--- src/rtl/rks_pkg.sv ---
// Shared widths and register indexes for the random k-subset selector.
// No dependencies; imported by rks_div and random_k_subset_selector.
`default_nettype none

package rks_pkg;

  localparam int unsigned WORD_W = 64;  // random word per item
  localparam int unsigned CNT_W  = 9;   // draw count, n and k
  localparam int unsigned POS_W  = 8;   // position field
  localparam int unsigned CFG_W  = 9;   // widest config register
  localparam int unsigned CIDX_W = 1;   // config register index

  typedef enum logic [CIDX_W-1:0] {
    CFG_BIT_COUNT  = 1'b0,
    CFG_ONES_COUNT = 1'b1
  } cfg_idx_e;

  localparam logic [CFG_W-1:0] BIT_COUNT_RST  = 9'd256;
  localparam logic [CFG_W-1:0] ONES_COUNT_RST = 9'd0;

endpackage

`default_nettype wire

--- src/rtl/random_k_subset_selector.sv ---
// Random k-subset selector: partial Fisher-Yates shuffle over a permutation RAM.
// Top level; depends on rks_pkg and rks_div.
//
//  channel   ports                                      handshake
//  --------  -----------------------------------------  ------------------------
//  item in   start_i, random_word_i, first_i            start_i & !busy_o
//  result    done_o, position_o, last_draw_o, excess_o  one-cycle strobe done_o
//  config    cfg_we_i, cfg_idx_i, cfg_wdata_i           cfg_we_i, no wait
//
// A drawing item runs the bit-serial remainder, then the two-port RAM read
// and two single-port writes (entry j, then entry d), before its result
// strobe. An excess item returns its result on the next cycle. Reset clears
// the written-entry flags and draw count and loads the config reset values;
// RAM contents need no reset. Results cannot be stalled; busy_o is low
// again in the cycle that carries the strobe.
`default_nettype none

module random_k_subset_selector
  import rks_pkg::*;
#(
  parameter int unsigned MAX_BITS = 256
) (
  input  wire logic              clk_i,
  input  wire logic              rst_ni,
  input  wire logic              start_i,
  output logic                   busy_o,
  input  wire logic [WORD_W-1:0] random_word_i,
  input  wire logic              first_i,
  output logic                   done_o,
  output logic [POS_W-1:0]       position_o,
  output logic                   last_draw_o,
  output logic                   excess_o,
  input  wire logic              cfg_we_i,
  input  wire logic [CIDX_W-1:0] cfg_idx_i,
  input  wire logic [CFG_W-1:0]  cfg_wdata_i
);

  // n never exceeds 511, so entries beyond that are never touched
  localparam int unsigned MEM_D = (MAX_BITS > 512) ? 512 : MAX_BITS;
  localparam int unsigned AW    = $clog2(MEM_D);
  localparam int unsigned NMAX  = (MAX_BITS > 511) ? 511 : MAX_BITS;
  localparam logic [CNT_W-1:0] NMAX_C = CNT_W'(NMAX);
  localparam int unsigned PW    = (AW > POS_W) ? AW : POS_W;

  typedef enum logic [3:0] {
    S_IDLE = 4'b0001,
    S_DIV  = 4'b0010,
    S_WRJ  = 4'b0100,
    S_WRD  = 4'b1000
  } state_e;

  state_e state_q, state_d;

  logic [CFG_W-1:0] bit_count_q, ones_count_q;
  logic [CNT_W-1:0] draw_q, draw_d;
  logic             last_q, last_d;
  logic [MEM_D-1:0] valid_q;

  logic [CNT_W-1:0] n_val, k_val, d_eff;
  logic             accept;

  // divider
  logic             div_start, div_done;
  logic [CNT_W-1:0] div_rem;

  // RAM
  logic [AW-1:0]    mem [MEM_D];
  logic             rd_en;
  logic [AW-1:0]    rd_addr_d, rd_addr_j;
  logic [AW-1:0]    rd_d_q, rd_j_q;
  logic             vd_q, vj_q;
  logic [AW-1:0]    idx_d_q, idx_j_q;
  logic [CNT_W-1:0] j_val;
  logic             wr_en;
  logic [AW-1:0]    wr_addr, wr_data;
  logic [AW-1:0]    at_d, at_j;
  logic [AW-1:0]    at_j_q;
  logic [PW-1:0]    pos_wide;

  // result registers
  logic             done_q, done_d;
  logic [POS_W-1:0] pos_q, pos_d;
  logic             lastr_q, lastr_d;
  logic             exc_q, exc_d;

  assign accept = start_i && (state_q == S_IDLE);

  // effective n and k
  always_comb begin
    n_val = (bit_count_q > NMAX_C) ? NMAX_C : bit_count_q;
    if (n_val == '0) begin
      n_val = CNT_W'(1);
    end
    k_val = (ones_count_q > n_val) ? n_val : ones_count_q;
    d_eff = first_i ? '0 : draw_q;
  end

  assign div_start = accept && (d_eff < k_val);

  rks_div u_div (
    .clk_i      (clk_i),
    .rst_ni     (rst_ni),
    .start_i    (div_start),
    .dividend_i (random_word_i),
    .divisor_i  (CNT_W'(n_val - d_eff)),
    .done_o     (div_done),
    .rem_o      (div_rem)
  );

  assign j_val     = div_rem + draw_q;
  assign rd_en     = (state_q == S_DIV) && div_done;
  assign rd_addr_d = draw_q[AW-1:0];
  assign rd_addr_j = j_val[AW-1:0];

  // unwritten entries read as their own index
  assign at_d = vd_q ? rd_d_q : idx_d_q;
  assign at_j = vj_q ? rd_j_q : idx_j_q;

  always_comb begin
    wr_en   = 1'b0;
    wr_addr = idx_j_q;
    wr_data = at_d;
    unique case (state_q)
      S_WRJ: begin
        wr_en = 1'b1;
      end
      S_WRD: begin
        wr_en   = 1'b1;
        wr_addr = idx_d_q;
        wr_data = at_j_q;
      end
      default: begin
        wr_en = 1'b0;
      end
    endcase
  end

  always_ff @(posedge clk_i) begin
    if (rd_en) begin
      rd_d_q  <= mem[rd_addr_d];
      rd_j_q  <= mem[rd_addr_j];
      vd_q    <= valid_q[rd_addr_d];
      vj_q    <= valid_q[rd_addr_j];
      idx_d_q <= rd_addr_d;
      idx_j_q <= rd_addr_j;
    end
    if (wr_en) begin
      mem[wr_addr] <= wr_data;
    end
    if (state_q == S_WRJ) begin
      at_j_q <= at_j;
    end
  end

  assign pos_wide = PW'(at_j_q);

  always_comb begin
    state_d = state_q;
    draw_d  = draw_q;
    last_d  = last_q;
    done_d  = 1'b0;
    pos_d   = pos_q;
    lastr_d = lastr_q;
    exc_d   = exc_q;
    unique case (state_q)
      S_IDLE: begin
        if (accept) begin
          draw_d = d_eff;
          if (d_eff < k_val) begin
            last_d  = (CNT_W'(d_eff + 1'b1) == k_val);
            state_d = S_DIV;
          end else begin
            done_d  = 1'b1;
            pos_d   = '0;
            lastr_d = 1'b0;
            exc_d   = 1'b1;
          end
        end
      end
      S_DIV: begin
        if (div_done) begin
          state_d = S_WRJ;
        end
      end
      S_WRJ: begin
        state_d = S_WRD;
      end
      S_WRD: begin
        draw_d  = draw_q + 1'b1;
        done_d  = 1'b1;
        pos_d   = pos_wide[POS_W-1:0];
        lastr_d = last_q;
        exc_d   = 1'b0;
        state_d = S_IDLE;
      end
      default: begin
        state_d = S_IDLE;
      end
    endcase
  end

  always_ff @(posedge clk_i or negedge rst_ni) begin
    if (!rst_ni) begin
      state_q      <= S_IDLE;
      draw_q       <= '0;
      last_q       <= 1'b0;
      done_q       <= 1'b0;
      pos_q        <= '0;
      lastr_q      <= 1'b0;
      exc_q        <= 1'b0;
      valid_q      <= '0;
      bit_count_q  <= BIT_COUNT_RST;
      ones_count_q <= ONES_COUNT_RST;
    end else begin
      state_q <= state_d;
      draw_q  <= draw_d;
      last_q  <= last_d;
      done_q  <= done_d;
      pos_q   <= pos_d;
      lastr_q <= lastr_d;
      exc_q   <= exc_d;
      if (accept && first_i) begin
        valid_q <= '0;
      end else if (wr_en) begin
        valid_q[wr_addr] <= 1'b1;
      end
      if (cfg_we_i) begin
        unique case (cfg_idx_e'(cfg_idx_i))
          CFG_BIT_COUNT:  bit_count_q  <= cfg_wdata_i;
          CFG_ONES_COUNT: ones_count_q <= cfg_wdata_i;
          default:        bit_count_q  <= bit_count_q;
        endcase
      end
    end
  end

  assign busy_o      = (state_q != S_IDLE);
  assign done_o      = done_q;
  assign position_o  = pos_q;
  assign last_draw_o = lastr_q;
  assign excess_o    = exc_q;

endmodule

`default_nettype wire

--- src/rtl/rks_div.sv ---
// Bit-serial restoring remainder unit: 64-bit dividend, 9-bit divisor.
// One quotient bit per cycle; depends on rks_pkg.
`default_nettype none

module rks_div
  import rks_pkg::*;
(
  input  wire logic              clk_i,
  input  wire logic              rst_ni,
  input  wire logic              start_i,
  input  wire logic [WORD_W-1:0] dividend_i,
  input  wire logic [CNT_W-1:0]  divisor_i,
  output logic                   done_o,
  output logic [CNT_W-1:0]       rem_o
);

  localparam int unsigned STEP_W = $clog2(WORD_W);
  localparam logic [STEP_W-1:0] LAST_STEP = STEP_W'(WORD_W - 1);

  logic              run_q, run_d;
  logic              done_q, done_d;
  logic [STEP_W-1:0] step_q, step_d;
  logic [WORD_W-1:0] word_q, word_d;
  logic [CNT_W-1:0]  rem_q, rem_d;
  logic [CNT_W-1:0]  div_q, div_d;
  logic [CNT_W:0]    trial;

  assign trial = {rem_q, word_q[WORD_W-1]};

  always_comb begin
    run_d  = run_q;
    done_d = 1'b0;
    step_d = step_q;
    word_d = word_q;
    rem_d  = rem_q;
    div_d  = div_q;
    if (start_i) begin
      run_d  = 1'b1;
      step_d = '0;
      word_d = dividend_i;
      rem_d  = '0;
      div_d  = divisor_i;
    end else if (run_q) begin
      word_d = {word_q[WORD_W-2:0], 1'b0};
      if (trial >= {1'b0, div_q}) begin
        rem_d = CNT_W'(trial - {1'b0, div_q});
      end else begin
        rem_d = trial[CNT_W-1:0];
      end
      step_d = step_q + 1'b1;
      if (step_q == LAST_STEP) begin
        run_d  = 1'b0;
        done_d = 1'b1;
      end
    end
  end

  always_ff @(posedge clk_i or negedge rst_ni) begin
    if (!rst_ni) begin
      run_q  <= 1'b0;
      done_q <= 1'b0;
      step_q <= '0;
    end else begin
      run_q  <= run_d;
      done_q <= done_d;
      step_q <= step_d;
    end
  end

  always_ff @(posedge clk_i) begin
    word_q <= word_d;
    rem_q  <= rem_d;
    div_q  <= div_d;
  end

  assign done_o = done_q;
  assign rem_o  = rem_q;

endmodule

`default_nettype wire

--- config.mk ---
export PLATFORM = sky130hd
export DESIGN_NAME = random_k_subset_selector
export DESIGN_NICKNAME = d
export VERILOG_FILES = /design/src/rtl/rks_pkg.sv /design/src/rtl/random_k_subset_selector.sv /design/src/rtl/rks_div.sv
export SDC_FILE = /design/constraint.sdc
export NUM_CORES = 2
export LEC_CHECK = 0
export BUFFER_PORTS_ARGS = -buffer_cell sky130_fd_sc_hd__buf_2
export CAP_MARGIN = 20
export CORE_MARGIN = 3
export CORE_UTILIZATION = 55
export CTS_CLUSTER_SIZE = 8
export DETAILED_ROUTE_END_ITERATION = 16
export HOLD_SLACK_MARGIN = 0.05
export PLACE_DENSITY = 0.71
export SLEW_MARGIN = 20
export SYNTH_ARGS = -nofsm -noshare
export SYNTH_HDL_FRONTEND = slang
export SYNTH_SLANG_ARGS = --single-unit
--- constraint.sdc ---
create_clock -name clk_i -period 15.8 [get_ports clk_i]
set_input_delay 0.79 -clock clk_i [delete_from_list [all_inputs] [get_ports clk_i]]
set_output_delay 0.79 -clock clk_i [all_outputs]
set_load 0.01 [all_outputs]
==> reports/results.tsv <==
stage	metric	value	unit
run_status	status	complete, no violations	
critical_path	Worst R2R End	vj_q$_DFFE_PP_	
global_route	GR Util All Layers	0.3292	
route	Routed wire per std cell	36.57	um
sta	Worst Tran Pin Value	1.364	ns
route	Post-Route WL	356100	um
route	DR WL met2	163300	um
run	max-cap viol count	0	
clock_tree	Root Buffer	clkbuf_16	
floorplanning	Initial Utilization	0.5558	
layout	commonest non-fill, non-tap cell in the layout	edfxtp_1	
route	met1 wire length	122600	um
sta	Final Skew	0.05556	ns
clock_tree	clock sinks	2479	
sta	Final Cycle Share	0.4696	
layout	final net count	6782	
global_route	largest net degree at the start of global routing	209	
critical_path	Critical Path Source	draw_q[0]$_DFFE_PN0P_	
global_route	vias in the first global route	71020	
sta	post-route worst setup slack	8.381	ns
clock_tree	Worst-Skew Late Latency	0.96	ns
layout	fin util	0.6236	
clock_tree	Post-CTS Resized	0	
layout	post-route insts no fill	9736	
route	metal3 WL	48300	um
sta	Max Fclk	134.8	MHz
route	drt first pass iters	8	
route	drt drc	0	
power_and_ir_drop	peak supply drop	0.1446	mV
floorplanning	Placement Rows	168	
route	DRT iter0 DRCs	10490	
critical_path	CP Max Fanout	65	
yosys	Mapped Area	117000	sq um
floorplanning	Die Y	467.1	um
worst_hold_path	hold path start	cfg_wdata_i[4]	
power_and_ir_drop	Lkg Pwr	0.04235	uW
critical_path	R2R cell count	11	
sta	Slew HR	0.09065	
floorplanning	# IOs	91	
yosys	top cell type's share of synthesized area	0.5554	
placement	Placed Cells incl. Taps	9092	
yosys	leading area contributor after synthesis	edfxtp_1	
sta	Pins Over Slew Limit	0	
power_and_ir_drop	Power Density	148.4	nW/um^2
critical_path	Critical Path AT	8.18	ns
sta	Setup TNS	0	ns
floorplanning	Die Wd	467.1	um
clock_tree	CTS buffer count	360	
yosys	Mapped Nets	6608	
sta	fin crit period	7.419	ns
critical_path	Worst Path Required	16.57	ns
yosys	Synth Instances	6481	
yosys	Synth cell types	71	
placement	IO Port Bufs	90	
layout	Syn-to-layout area delta	12.19	%
global_route	grt total ovfl	0	
critical_path	WS Path Type	flip-flop to flip-flop	
sta	unrepaired setup endpoints after global routing	no	
power_and_ir_drop	total power draw	19470	uW
route	uppermost layer routed	met5	
placement	GP Congestion	0.9195	
placement	Place WS	8.641	ns
yosys	Synth Flop Type	edfxtp_1	
layout	most frequent cells in the layout	2163 x edfxtp_1, 1331 x mux4_2, 634 x nor2_1, 372 x nand2_1, 368 x clkbuf_16	
yosys	Synthesis Warnings	0	
critical_path	crit start category	flip-flop	
global_route	initial antenna violation count	17	
yosys	sequential area share after synthesis	0.6226	
yosys	Yosys reg bits	2479	
floorplanning	Placeable Area	210400	sq um
sta	final hold vios	0	
critical_path	r2r setup slk	8.38	ns
floorplanning	Die Footprint	218200	sq um
yosys	ys async rst share	0.1238	
route	Detail Route Antenna Nets	0	
worst_hold_path	worst min-delay path class	input port to flip-flop	
yosys	Post-synth EDFFs	2163	
route	post-DR vias/cell	7.240	
clock_tree	Clock Path Buffers	4	
critical_path	Critical Path End Type	flip-flop	
yosys	average cell area after synthesis	18.05	sq um
layout	filler instances	14460	
critical_path	RR Startpoint	draw_q[0]$_DFFE_PN0P_	
clock_tree	Reg clk slew, reported paths	0.05	ns
sta	count of final setup violators	0	
layout	share of layout cells above drive strength 1	0.3215	
worst_hold_path	hold path depth	2	
clock_tree	H-tree levels	5	
worst_hold_path	worst-case hold path end point	ones_count_q[4]$_DFFE_PN0P_	
yosys	largest cells by area after synthesis	edfxtp_1 56%, mux4_2 26%, dfrtp_1 6.5%, nor2_1 2.2%, nand2_1 1.3%	
placement	Detailed Place HPWL	215000	um
route	routed vias	70480	
global_route	global-route wire length before repair	511900	um
clock_tree	CTS tree	yes	
[worst max path at each step]
stage                               end  depth (start not counted)
detailed placement       vj_q$_DFFE_PP_                         11
global route        rd_j_q[7]$_DFFE_PP_                         11
CTS                      vj_q$_DFFE_PP_                         11
floorplan           mem[0][0]$_DFFE_PP_                          5
finish                   vj_q$_DFFE_PP_                         11
global placement         vj_q$_DFFE_PP_                         11
[registers in the layout (all words and copies together), names as in the netlist, 9 cells and up]
register,count
u_div.rem_o,9
mem,2048
ones_count_q,9
u_div.word_q,64
valid_q,256
draw_q,9
u_div.div_q,9
bit_count_q,9
[power breakdown]
part	switching [uW]	total [uW]	internal, uW
Clock	2770	7070	4300
Sequential	97.0	7320	7230
Combinational	2990	5080	2090
Total	5850	19500	13600
[logic make-up (layout without fill, tap and decap cells)]
| group | count (synthesis) | after routing | synth area share |
|---|---|---|---|
| flops | 2479 | 2479 | 0.6226 |
| mux | 1466 | 1466 | 0.2688 |
| simple gates | 1463 | 1463 | 0.05300 |
| buf+inv | 537 | 974 | 0.02069 |
| compound gates | 450 | 450 | 0.02669 |
| fa+ha+maj | 48 | 48 | 0.005328 |
| xor+xnor | 38 | 38 | 0.002846 |
| other cells | 0 | 13 | 0 |
[worst max-delay path, cell delays in order, from the launching register on]
cell and delay [ns]:
dfrtp_4 0.80, ha_4 0.33, fa_4 1.43, buf_4 0.97, buf_4 0.81, buf_4 0.85, mux4_2 0.36, mux2i_1 0.08
mux2_2 0.30, o211ai_1 0.41, nand4_1 0.37, nor4_1 0.36
[synth_stat cells, types with 22 or more instances]
| master | n |
|---|---|
| dfrtp_1 | 305 |
| inv_1 | 43 |
| mux2_2 | 90 |
| nand4_1 | 25 |
| o21ai_0 | 106 |
| a22oi_1 | 41 |
| nand2_1 | 390 |
| o21a_1 | 65 |
| buf_1 | 47 |
| and3_1 | 25 |
| buf_2 | 119 |
| edfxtp_1 | 2163 |
| mux2i_1 | 45 |
| a21oi_1 | 45 |
| nor2_1 | 687 |
| xnor2_1 | 24 |
| clkbuf_1 | 266 |
| a31oi_1 | 22 |
| ha_1 | 45 |
| nand3_1 | 236 |
| mux4_2 | 1331 |
| buf_4 | 50 |
[routing by layer]
metal  GRT usage  vias up
li1            -    27220
met1      0.4385    36820
met4      0.1687       20
met3      0.1102     1110
met5           0        -
met2      0.4891     5321
[final cells by class]
| class | count | area [sq um] | area share |
|---|---|---|---|
| antenna | 13 | 32.53 | 0.0002479 |
| multi-input combinational | 3465 | 42170 | 0.3214 |
| clock inverter | 6 | 60.06 | 0.0004577 |
| sequential | 2479 | 72830 | 0.5551 |
| clock buffer | 619 | 10150 | 0.07737 |
| timing repair buffer | 303 | 2273 | 0.01733 |
| inverter | 46 | 173.9 | 0.001326 |
| tap | 2805 | 3510 | 0.02675 |
[stage by stage]
step | area, sq um | hold WS [ns]
floorplan | 117000 | 0.4297
global placement | 120600 | 0.4553
detailed placement | 120800 | 0.4652
CTS | 131000 | 0.05584
global route | 131200 | 0.08667
finish | 131200 | 0.1060
[timing repair]
| item | CTS | global route |
|---|---|---|
| hold buffers | 1 | 0 |
| buffers inserted | 0 | 0 |
| endpoints found under the hold margin | 46 | 0 |
No activity file was read; power rests on OpenSTA's default activity.
